===== src/sv/assert_macros.svh =====
// Assertion helpers for the servo top-level RTL file.
`ifndef ASSERT_MACROS_SVH
`define ASSERT_MACROS_SVH

// Check that cond holds at every clock edge outside reset.
`define ASSERT_ALWAYS(lbl, cond, msg) \
  lbl: assert property (@(posedge clk) disable iff (!rst_n) (cond)) else $error(msg);

// Check that cons holds in the cycle after ante.
`define ASSERT_NEXT(lbl, ante, cons, msg) \
  lbl: assert property (@(posedge clk) disable iff (!rst_n) (ante) |=> (cons)) \
    else $error(msg);

`endif


===== src/sv/hcps_pkg.sv =====
package hcps_pkg;

  // Field widths
  localparam int POS_W   = 16;
  localparam int LVL_W   = 5;
  localparam int TGT_W   = 13;
  localparam int HALL_W  = 3;
  localparam int STEP_W  = 3;
  localparam int HW_W    = 8;
  localparam int FAR_W   = 12;
  localparam int TMR_W   = 16;
  localparam int RW_W    = 8;
  localparam int DIST_W  = POS_W + 2;
  localparam int CFG_DW  = 16;
  localparam int CFG_AW  = 3;
  localparam int IN_DW   = 40;
  localparam int OUT_DW  = 40;

  // Register reset values
  localparam logic [HW_W-1:0]  HOLD_WINDOW_RST   = HW_W'(13);
  localparam logic [FAR_W-1:0] FAR_DISTANCE_RST  = FAR_W'(120);
  localparam logic [TMR_W-1:0] STALL_LIMIT_RST   = TMR_W'(60000);
  localparam logic [TMR_W-1:0] HOLD_PRESET_RST   = TMR_W'(45000);
  localparam logic [RW_W-1:0]  REPORT_WINDOW_RST = RW_W'(15);

  // Hall code to commutation step; codes 0 and 7 give step 0 (no drive)
  localparam logic [STEP_W-1:0] STEP_OF_HALL [8] = '{
    3'd0, 3'd1, 3'd3, 3'd2, 3'd5, 3'd6, 3'd4, 3'd0
  };

  // Step to active phases: bit0 phase_a, bit1 phase_b, bit2 phase_c
  localparam logic [2:0] PHASES_OF_STEP [8] = '{
    3'd0, 3'd6, 3'd2, 3'd3, 3'd1, 3'd5, 3'd4, 3'd0
  };

  typedef enum logic [1:0] {
    MODE_SAMPLE = 2'd0,
    MODE_TICK   = 2'd1,
    MODE_MOVE   = 2'd2,
    MODE_HALT   = 2'd3
  } mode_t;

  typedef enum logic [2:0] {
    KIND_DRIVE    = 3'd0,
    KIND_REACHED  = 3'd1,
    KIND_MISSED   = 3'd2,
    KIND_ACCEPTED = 3'd3,
    KIND_THERE    = 3'd4,
    KIND_STOPPED  = 3'd5
  } kind_t;

  typedef enum logic [CFG_AW-1:0] {
    CFG_HOLD_WINDOW   = 3'd0,
    CFG_FAR_DISTANCE  = 3'd1,
    CFG_STALL_LIMIT   = 3'd2,
    CFG_HOLD_PRESET   = 3'd3,
    CFG_REPORT_WINDOW = 3'd4
  } cfg_idx_t;

  typedef struct packed {
    logic [HW_W-1:0]  hold_window;
    logic [FAR_W-1:0] far_distance;
    logic [TMR_W-1:0] stall_limit;
    logic [TMR_W-1:0] hold_preset;
    logic [RW_W-1:0]  report_window;
  } cfg_t;

  typedef struct packed {
    mode_t                   mode;
    logic [HALL_W-1:0]       hall_bits;
    logic signed [POS_W-1:0] encoder_position;
    logic [TGT_W-1:0]        target_position;
    logic [LVL_W-1:0]        drive_level;
  } item_t;

  typedef struct packed {
    logic                    valid;
    kind_t                   kind;
    logic [LVL_W-1:0]        phase_a;
    logic [LVL_W-1:0]        phase_b;
    logic [LVL_W-1:0]        phase_c;
    logic signed [POS_W-1:0] position;
    logic [LVL_W-1:0]        level;
  } res_t;

  typedef struct packed {
    logic running;
    logic stall_reported;
  } status_t;

endpackage


===== src/sv/hall_commutated_position_servo.sv =====
// Channel  | Direction | Carries
// in_      | slave     | command, tick or hall sample word with encoder position
// out_     | master    | drive update or status report word
// cfg_     | write     | window, distance and timer registers
//
// A word is registered on entry, processed combinationally and registered on exit:
// the result word passes both registers, one word per cycle sustained unless the output stalls.
// Samples while stopped or without a hall change, and ticks that trip no pending
// stall report, give no word.
// rst_n is synchronous: motor stopped, no stall report pending, registers at defaults.
// A stalled output holds its word; the input register still takes one more word.
`include "assert_macros.svh"

module hall_commutated_position_servo (
  input  logic                            clk,
  input  logic                            rst_n,
  input  logic                            in_tvalid,
  output logic                            in_tready,
  // [2:0] hall_bits, [18:3] encoder_position, [31:19] target_position,
  // [36:32] drive_level, [39:37] zero
  input  logic [hcps_pkg::IN_DW-1:0]      in_tdata,
  // [1:0] mode
  input  logic [1:0]                      in_tuser,
  output logic                            out_tvalid,
  input  logic                            out_tready,
  // [4:0] phase_a, [9:5] phase_b, [14:10] phase_c, [30:15] position,
  // [35:31] level, [39:36] zero
  output logic [hcps_pkg::OUT_DW-1:0]     out_tdata,
  // [2:0] kind
  output logic [2:0]                      out_tuser,
  input  logic                            cfg_we,
  input  logic [hcps_pkg::CFG_AW-1:0]     cfg_addr,
  input  logic [hcps_pkg::CFG_DW-1:0]     cfg_wdata
);

  hcps_pkg::cfg_t    cfg;
  hcps_pkg::item_t   item_r, item_nxt;
  hcps_pkg::res_t    res_c, res_r;
  hcps_pkg::status_t status;
  logic              in_valid_r, in_valid_nxt;
  logic              out_valid_r, out_valid_nxt;
  logic              fire;
  logic              stop_fire;
  logic              drive_ok;

  hcps_cfg u_cfg (
    .clk       (clk),
    .rst_n     (rst_n),
    .cfg_we    (cfg_we),
    .cfg_addr  (cfg_addr),
    .cfg_wdata (cfg_wdata),
    .cfg       (cfg)
  );

  hcps_ctrl u_ctrl (
    .clk    (clk),
    .rst_n  (rst_n),
    .fire   (fire),
    .item   (item_r),
    .cfg    (cfg),
    .res    (res_c),
    .status (status)
  );

  // Process the held word when the result register is free or draining
  assign fire      = in_valid_r && (!out_valid_r || out_tready);
  assign in_tready = !in_valid_r || fire;

  // Unpack the input word
  always_comb begin
    item_nxt.mode             = hcps_pkg::mode_t'(in_tuser);
    item_nxt.hall_bits        = in_tdata[2:0];
    item_nxt.encoder_position = signed'(in_tdata[18:3]);
    item_nxt.target_position  = in_tdata[31:19];
    item_nxt.drive_level      = in_tdata[36:32];
  end

  // Advance the valid flags
  always_comb begin
    if (in_tvalid && in_tready) in_valid_nxt = 1'b1;
    else if (fire)              in_valid_nxt = 1'b0;
    else                        in_valid_nxt = in_valid_r;

    if (fire)            out_valid_nxt = res_c.valid;
    else if (out_tready) out_valid_nxt = 1'b0;
    else                 out_valid_nxt = out_valid_r;
  end

  always_ff @(posedge clk) begin
    if (!rst_n) begin
      in_valid_r  <= 1'b0;
      out_valid_r <= 1'b0;
    end else begin
      in_valid_r  <= in_valid_nxt;
      out_valid_r <= out_valid_nxt;
    end
  end

  // Load payload registers
  always_ff @(posedge clk) begin
    if (in_tvalid && in_tready) item_r <= item_nxt;
    if (fire && res_c.valid)    res_r  <= res_c;
  end

  assign out_tvalid = out_valid_r;
  assign out_tuser  = res_r.kind;
  assign out_tdata  = {4'b0000, res_r.level, res_r.position,
                       res_r.phase_c, res_r.phase_b, res_r.phase_a};

  // Conditions watched by the checks below
  assign stop_fire = fire && res_c.valid && (res_c.kind == hcps_pkg::KIND_STOPPED);
  assign drive_ok  = (res_r.kind == hcps_pkg::KIND_DRIVE) ||
                     (res_r.phase_a == '0 && res_r.phase_b == '0 && res_r.phase_c == '0);

  `ASSERT_NEXT(a_stop_halts, stop_fire, !status.running, "stop word left motor running")
  `ASSERT_ALWAYS(a_armed_running, status.stall_reported || status.running, "armed while stopped")
  `ASSERT_NEXT(a_accept_held, in_tvalid && in_tready, in_valid_r, "accepted word not held")
  `ASSERT_ALWAYS(a_report_no_drive, !out_valid_r || drive_ok, "report word carries phase drive")

endmodule


===== src/sv/hcps_cfg.sv =====
module hcps_cfg (
  input  logic                           clk,
  input  logic                           rst_n,
  input  logic                           cfg_we,
  input  logic [hcps_pkg::CFG_AW-1:0]    cfg_addr,
  input  logic [hcps_pkg::CFG_DW-1:0]    cfg_wdata,
  output hcps_pkg::cfg_t                 cfg
);

  hcps_pkg::cfg_t cfg_r, cfg_nxt;

  // Decode the register write
  always_comb begin
    cfg_nxt = cfg_r;
    if (cfg_we) begin
      unique case (hcps_pkg::cfg_idx_t'(cfg_addr))
        hcps_pkg::CFG_HOLD_WINDOW:
          cfg_nxt.hold_window = cfg_wdata[hcps_pkg::HW_W-1:0];
        hcps_pkg::CFG_FAR_DISTANCE:
          cfg_nxt.far_distance = cfg_wdata[hcps_pkg::FAR_W-1:0];
        hcps_pkg::CFG_STALL_LIMIT:
          cfg_nxt.stall_limit = cfg_wdata[hcps_pkg::TMR_W-1:0];
        hcps_pkg::CFG_HOLD_PRESET:
          cfg_nxt.hold_preset = cfg_wdata[hcps_pkg::TMR_W-1:0];
        hcps_pkg::CFG_REPORT_WINDOW:
          cfg_nxt.report_window = cfg_wdata[hcps_pkg::RW_W-1:0];
        default: cfg_nxt = cfg_r;
      endcase
    end
  end

  always_ff @(posedge clk) begin
    if (!rst_n) begin
      cfg_r.hold_window   <= hcps_pkg::HOLD_WINDOW_RST;
      cfg_r.far_distance  <= hcps_pkg::FAR_DISTANCE_RST;
      cfg_r.stall_limit   <= hcps_pkg::STALL_LIMIT_RST;
      cfg_r.hold_preset   <= hcps_pkg::HOLD_PRESET_RST;
      cfg_r.report_window <= hcps_pkg::REPORT_WINDOW_RST;
    end else begin
      cfg_r <= cfg_nxt;
    end
  end

  assign cfg = cfg_r;

endmodule


===== src/sv/hcps_ctrl.sv =====
module hcps_ctrl (
  input  logic                clk,
  input  logic                rst_n,
  input  logic                fire,
  input  hcps_pkg::item_t     item,
  input  hcps_pkg::cfg_t      cfg,
  output hcps_pkg::res_t      res,
  output hcps_pkg::status_t   status
);

  localparam int DW = hcps_pkg::DIST_W;

  logic                              running_r, running_nxt;
  logic                              reported_r, reported_nxt;
  logic [hcps_pkg::HALL_W-1:0]       last_hall_r, last_hall_nxt;
  logic [hcps_pkg::TGT_W-1:0]        target_r, target_nxt;
  logic [hcps_pkg::LVL_W-1:0]        level_r, level_nxt;
  logic [hcps_pkg::TMR_W-1:0]        timer_r, timer_nxt;

  logic signed [DW-1:0]              pos_x, tgt_x, delta, neg_dist;
  logic signed [DW-1:0]              hold_x, far_x, rep_x;
  logic                              in_hold, in_report;
  logic [hcps_pkg::STEP_W-1:0]       s, step;
  logic [2:0]                        ph;
  logic [hcps_pkg::LVL_W-1:0]        lv;
  logic [hcps_pkg::TMR_W-1:0]        timer_inc;

  // Distance to target and window compares
  always_comb begin
    pos_x     = {{2{item.encoder_position[hcps_pkg::POS_W-1]}}, item.encoder_position};
    tgt_x     = signed'(DW'(target_r));
    delta     = pos_x - tgt_x;
    neg_dist  = tgt_x - pos_x;
    hold_x    = signed'(DW'(cfg.hold_window));
    far_x     = signed'(DW'(cfg.far_distance));
    rep_x     = signed'(DW'(cfg.report_window));
    in_hold   = (delta < hold_x) && (neg_dist < hold_x);
    in_report = (delta < rep_x) && (neg_dist < rep_x);
  end

  // Pick the commutation step and drive level for a hall change
  always_comb begin
    s  = hcps_pkg::STEP_OF_HALL[item.hall_bits];
    lv = level_r >> 1;
    if (in_hold) begin
      step = s;
    end else if (delta < 0) begin
      if (neg_dist > far_x) begin
        step = (s > 3'd2) ? s - 3'd2 : s + 3'd4;
        lv   = level_r;
      end else begin
        step = (s > 3'd1) ? s - 3'd1 : 3'd6;
      end
    end else begin
      if (delta > far_x) begin
        step = (s < 3'd5) ? s + 3'd2 : s - 3'd4;
        lv   = level_r;
      end else begin
        step = (s < 3'd6) ? s + 3'd1 : 3'd1;
      end
    end
    if (s == 3'd0) step = 3'd0;
    ph = hcps_pkg::PHASES_OF_STEP[step];
  end

  // Next state and result for the word at hand
  always_comb begin
    running_nxt   = running_r;
    reported_nxt  = reported_r;
    last_hall_nxt = last_hall_r;
    target_nxt    = target_r;
    level_nxt     = level_r;
    timer_nxt     = timer_r;
    timer_inc     = (timer_r == '1) ? timer_r : timer_r + 1'b1;

    res          = '0;
    res.kind     = hcps_pkg::KIND_DRIVE;

    case (item.mode)
      hcps_pkg::MODE_SAMPLE: begin
        if (running_r && (item.hall_bits != last_hall_r)) begin
          last_hall_nxt = item.hall_bits;
          timer_nxt     = in_hold ? cfg.hold_preset : '0;
          res.valid     = 1'b1;
          res.phase_a   = ph[0] ? lv : '0;
          res.phase_b   = ph[1] ? lv : '0;
          res.phase_c   = ph[2] ? lv : '0;
        end
      end
      hcps_pkg::MODE_TICK: begin
        timer_nxt = timer_inc;
        if ((timer_inc > cfg.stall_limit) && !reported_r) begin
          running_nxt  = 1'b0;
          reported_nxt = 1'b1;
          res.valid    = 1'b1;
          res.kind     = in_report ? hcps_pkg::KIND_REACHED : hcps_pkg::KIND_MISSED;
          res.position = item.encoder_position;
        end
      end
      hcps_pkg::MODE_MOVE: begin
        level_nxt    = item.drive_level;
        res.valid    = 1'b1;
        res.position = signed'(hcps_pkg::POS_W'(item.target_position));
        if (hcps_pkg::POS_W'(item.target_position) != item.encoder_position) begin
          target_nxt   = item.target_position;
          running_nxt  = 1'b1;
          timer_nxt    = '0;
          reported_nxt = 1'b0;
          res.kind     = hcps_pkg::KIND_ACCEPTED;
        end else begin
          res.kind     = hcps_pkg::KIND_THERE;
        end
      end
      default: begin
        level_nxt    = item.drive_level;
        target_nxt   = item.target_position;
        running_nxt  = 1'b0;
        reported_nxt = 1'b1;
        res.valid    = 1'b1;
        res.kind     = hcps_pkg::KIND_STOPPED;
        res.position = signed'(hcps_pkg::POS_W'(item.target_position));
      end
    endcase
    res.level = level_nxt;
  end

  // Commit state when the word is processed
  always_ff @(posedge clk) begin
    if (!rst_n) begin
      running_r   <= 1'b0;
      reported_r  <= 1'b1;
      last_hall_r <= '0;
      target_r    <= '0;
      level_r     <= '0;
      timer_r     <= '0;
    end else if (fire) begin
      running_r   <= running_nxt;
      reported_r  <= reported_nxt;
      last_hall_r <= last_hall_nxt;
      target_r    <= target_nxt;
      level_r     <= level_nxt;
      timer_r     <= timer_nxt;
    end
  end

  assign status.running        = running_r;
  assign status.stall_reported = reported_r;

endmodule


===== config.mk =====
export PLATFORM = sky130hd
export DESIGN_NAME = hall_commutated_position_servo
export DESIGN_NICKNAME = d
export VERILOG_FILES = /design/src/sv/hcps_pkg.sv /design/src/sv/hall_commutated_position_servo.sv /design/src/sv/hcps_cfg.sv /design/src/sv/hcps_ctrl.sv
export VERILOG_INCLUDE_DIRS = /design/src /design/src/sv
export SDC_FILE = /design/constraint.sdc
export NUM_CORES = 1
export LEC_CHECK = 0
export ABC_AREA = 1
export BUFFER_PORTS_ARGS = -buffer_cell sky130_fd_sc_hd__buf_2
export CORE_MARGIN = 8
export CORE_UTILIZATION = 54
export CTS_BUF_LIST = sky130_fd_sc_hd__clkbuf_4 sky130_fd_sc_hd__clkbuf_8 sky130_fd_sc_hd__clkbuf_16
export CTS_CLUSTER_SIZE = 25
export DETAILED_ROUTE_END_ITERATION = 7
export GPL_TIMING_DRIVEN = 0
export PLACE_DENSITY = 0.74
export SETUP_SLACK_MARGIN = 0.02
export SLEW_MARGIN = 20
export SYNTH_ARGS = -nofsm -noshare
export SYNTH_HDL_FRONTEND = slang
export SYNTH_SLANG_ARGS = --single-unit

===== constraint.sdc =====
create_clock -name clk -period 7.3 [get_ports clk]
set_clock_uncertainty 0.2 [all_clocks]
set_input_delay 1.46 -clock clk [delete_from_list [all_inputs] [get_ports clk]]
set_output_delay 1.46 -clock clk [all_outputs]
set_load 0.01 [all_outputs]

==> flow_summary.rst <==
.. list-table::
   :header-rows: 1

   * - Metric
     - Value
   * - Antenna cells
     - 0
   * - Number of global-route vias before repair
     - 9573
   * - Main flop type after synthesis
     - sky130_fd_sc_hd__dfxtp_1
   * - Share of the cycle needed by the critical path after routing
     - 0.680
   * - Total number of clock tree sinks
     - roughly 180
   * - Critical Path Start
     - u_ctrl.timer_r[6]
   * - Layout cells sized above 1
     - 0.118
   * - Synth Instances
     - roughly 1500
   * - Synthesized area per cell
     - 7.57 sq um
   * - Net count, final
     - 1766
   * - Power per standard cell area
     - between 200 and 250 mW/mm^2
   * - Register bit total from synthesis
     - 179
   * - CTS Buf Count
     - 17
   * - Static power due to leakage
     - 6.12 nW
   * - Placed standard-cell area
     - about 0.012 sq mm
   * - Routability-driven placement congestion ratio
     - 0.943
   * - Floorplan core area
     - 0.0202 sq mm
   * - Family with the most delay on the worst path
     - simple AND/OR/NAND/NOR gates
   * - Maximum level of the CTS H-tree
     - 4
   * - Total of max-cap violations
     - 0
   * - Setup repair after global routing missed its margin
     - no
   * - Detailed placement HPWL
     - 22.7 mm
   * - Commonest non-fill, non-tap cell in the layout
     - sky130_fd_sc_hd__nand2_1
   * - Quantity of hold-fixing buffers added after cts
     - 0
   * - # placed instances
     - between 1500 and 2000
   * - Measured slew at the worst slew-check pin
     - 1180 ps
   * - Worst stage delay on the critical path
     - 400 ps
   * - TritonCTS clock tree
     - yes
   * - Final Slew Violations
     - 0
   * - Sequential cell area fraction in the yosys report
     - 0.392
   * - DRT Wirelength
     - around 29 mm
   * - Number of buffers between clock root and the deepest sink
     - 2
   * - Starting density of the core
     - 0.550
   * - Antenna violations before repair
     - 0
   * - CP max FO
     - 22
   * - Critical-path cell list
     - inv_1 -> nor3_1 -> nand4_1 -> or2_2 -> nor2_1 -> nor3_1 -> nand3_1 -> xor2_1 -> inv_1 -> ha_1 -> nand2_1 -> inv_1 -> o21ai_0 -> a31o_2 -> o2111ai_1 -> nand2_1 -> nor2_1 -> clkinv_1 -> nand3_1 -> nand2_1 -> inv_2 -> buf_16
   * - First-pass GRT wire length
     - about 47 mm
   * - Routed wire length per instance
     - 15.2 um
   * - Antenna Violating Nets Remaining
     - 0
   * - Minimum hold slack
     - 270 ps
   * - Status
     - finished clean
   * - Post-synth EDFFs
     - 78
   * - Element type at the critical path start
     - flip-flop
   * - Final number of hold-violating endpoints
     - 0
   * - Clock period minus worst slack
     - 4970 ps
   * - DP Worst Slack
     - roughly 2400 ps
   * - Ys async rst share
     - 0
   * - Worst R2R End
     - out_tdata[15]
   * - Rows
     - 52
   * - Detail-routed via count per cell
     - 5.25
   * - Iter 0 DRT Violations
     - 718
   * - Die area
     - 0.0255 sq mm
   * - Classification of the worst setup path
     - reg2reg
   * - Area of all placed cells without fillers
     - 0.0126 sq mm
   * - Number of vias in the routed layout
     - 9860
   * - Total power
     - 2.64 mW
   * - Router iterations before antenna repair
     - 6
   * - Buffer type at the clock tree root
     - sky130_fd_sc_hd__clkbuf_16
   * - Minimum setup slack among reg-to-reg paths
     - between 2000 and 2500 ps
   * - Count of port buffers added during placement
     - 102
   * - Die X-Extent
     - 160 um
   * - Number of warnings issued by yosys
     - 0
   * - Slowest cell on the critical path
     - sky130_fd_sc_hd__dfxtp_1
   * - Type of the tightest min-delay check
     - reg2reg
   * - Count of unresolved DRC violations after routing
     - 0
   * - Arrival time worst endpoint
     - 4910 ps
   * - Area grow syn2layout
     - 13.6%
   * - Number of buffers and inverters on the critical path
     - 6
   * - GRT Total Usage
     - 0.227
   * - Switching power total
     - 0.849 mW
   * - Peak supply drop
     - 0.147 mV
   * - Fraction of power consumed by combinational cells
     - 0.210
   * - Later-pin clock latency in the skew report
     - 440 ps
   * - Buffer count from post-CTS setup fixing
     - 0
   * - Hold Crit Start
     - u_cfg.cfg[25]
   * - Switching power as a share of total power
     - 0.322
   * - Post-synthesis cell type count
     - between 50 and 60
   * - Peak Freq
     - a little over 200 MHz
   * - Clock Pin Slew Worst Setup and Hold Paths
     - 80 ps
   * - Netlist area before placement
     - 0.0111 sq mm
   * - Utilization of the core after routing
     - 0.625
   * - Overflow left after global routing
     - 0
   * - Internal Dissipation
     - 1.79 mW
   * - Cell depth of the worst min-delay path
     - 2
   * - Most used cells in the layout excluding fill and tap cells
     - sky130_fd_sc_hd__nand2_1, sky130_fd_sc_hd__inv_1, sky130_fd_sc_hd__a21oi_1
   * - Final setup viols
     - 0
   * - Number of cells on the worst reg-to-reg path
     - 22
   * - Worst slew margin relative to its limit
     - 0.209
   * - Die extent in y
     - 160 um
   * - Clock power frac
     - 0.366
   * - Non-Filler Instances
     - 1877
   * - Post-CTS Resized
     - 0
   * - CP Data Required Time
     - 7250 ps
   * - Fraction of power consumed by sequential logic
     - 0.424
   * - Largest net degree at the start of global routing
     - 40
   * - Total Negative Setup Slacks
     - 0 ps
   * - Startpoint of the worst register-to-register path
     - u_ctrl.timer_r[6]
   * - CP endpoint kind
     - flip-flop
   * - Boundary Pins
     - 111
   * - Final worst-path setup slack
     - 2330 ps
   * - Sink of the worst hold path
     - u_cfg.cfg[25]
-- cells in the mapped netlist (all sizes together) (16+ instances only) --
| library cell | number | area share |
|---|---|---|
| o211ai | 20 | 0.013 |
| nand4 | 19 | 0.011 |
| ha | 104 | 0.12 |
| nand3 | 89 | 0.042 |
| nand2 | 366 | 0.13 |
| xor2 | 23 | 0.018 |
| inv | 253 | 0.085 |
| edfxtp | 78 | 0.21 |
| o21ai | 73 | 0.033 |
| o22ai | 16 | 0.0090 |
| dfxtp | 101 | 0.18 |
| clkbuf | 26 | 0.0088 |
| nor3 | 20 | 0.0094 |
| a21oi | 118 | 0.054 |
| nor2 | 103 | 0.037 |
-- tightest hold or removal path, cell delays in order (launching register included) --
cell and delay [ps]:
sky130_fd_sc_hd__dfxtp_1 300, sky130_fd_sc_hd__inv_1 70, sky130_fd_sc_hd__a21oi_1 60
-- logic make-up after synthesis --
| kind of cell | count (synthesis) | synth area share |
|---|---|---|
| other cells | 1 | 0.000337 |
| xor+xnor | 29 | 0.0228 |
| compound gates | 251 | 0.127 |
| buf+inv | 296 | 0.103 |
| flops | 179 | 0.392 |
| fa+ha+maj | 106 | 0.121 |
| mux | 1 | 0.000900 |
| simple gates | 606 | 0.233 |
-- layout make-up --
class | count | area [sq um]
flip-flops and latches | 179 | 4360
fillers | 1820 | 7590
inverters | 256 | 962
repair buffers | 103 | 538
multi-input cells | 997 | 5620
well taps | 270 | 338
plain buffers | 40 | 189
clock inverters | 15 | 203
clock buffers | 17 | 425
-- power groups by stage --
stage	Clock, mW	Combinational, mW	Sequential (mW)
final	0.965	0.555	1.12
after global routing	1.01	0.638	1.12
after CTS	0.976	0.552	1.12
after detailed placement	0	0.547	1.14
after global placement	0	0.530	1.14
after floorplan	0	0.394	1.14
-- per-layer routing --
metal / vias to the layer above / track usage / share of wire
met5: - / 0 / 0
met4: 0 / 0.0656 / 0.021
met3: 47 / 0.0398 / 0.046
met2: 265 / 0.391 / 0.48
met1: 4507 / 0.285 / 0.45
li1: 5041 / - / -
-- registers in the layout (all words and copies together), names as in the netlist --
register            flops
u_cfg.cfg              60
item_r                 39
out_tdata              36
u_ctrl.timer_r         16
u_ctrl.target_r        13
u_ctrl.level_r          5
out_tuser               3
u_ctrl.last_hall_r      3
in_valid_r              1
out_tvalid              1
u_ctrl.reported_r       1
u_ctrl.running_r        1
-- how the worst max path moves through the flow --
stage	cells after the start	slack (ps)	end
after floorplan	22	3000	out_tdata[0]
after global placement	22	1820	out_tdata[16]
after detailed placement	22	2410	out_tdata[16]
after CTS	22	2370	out_tdata[19]
after global routing	22	1920	out_tdata[22]
final	22	2330	out_tdata[15]
Power figures use the tool's default switching activity.
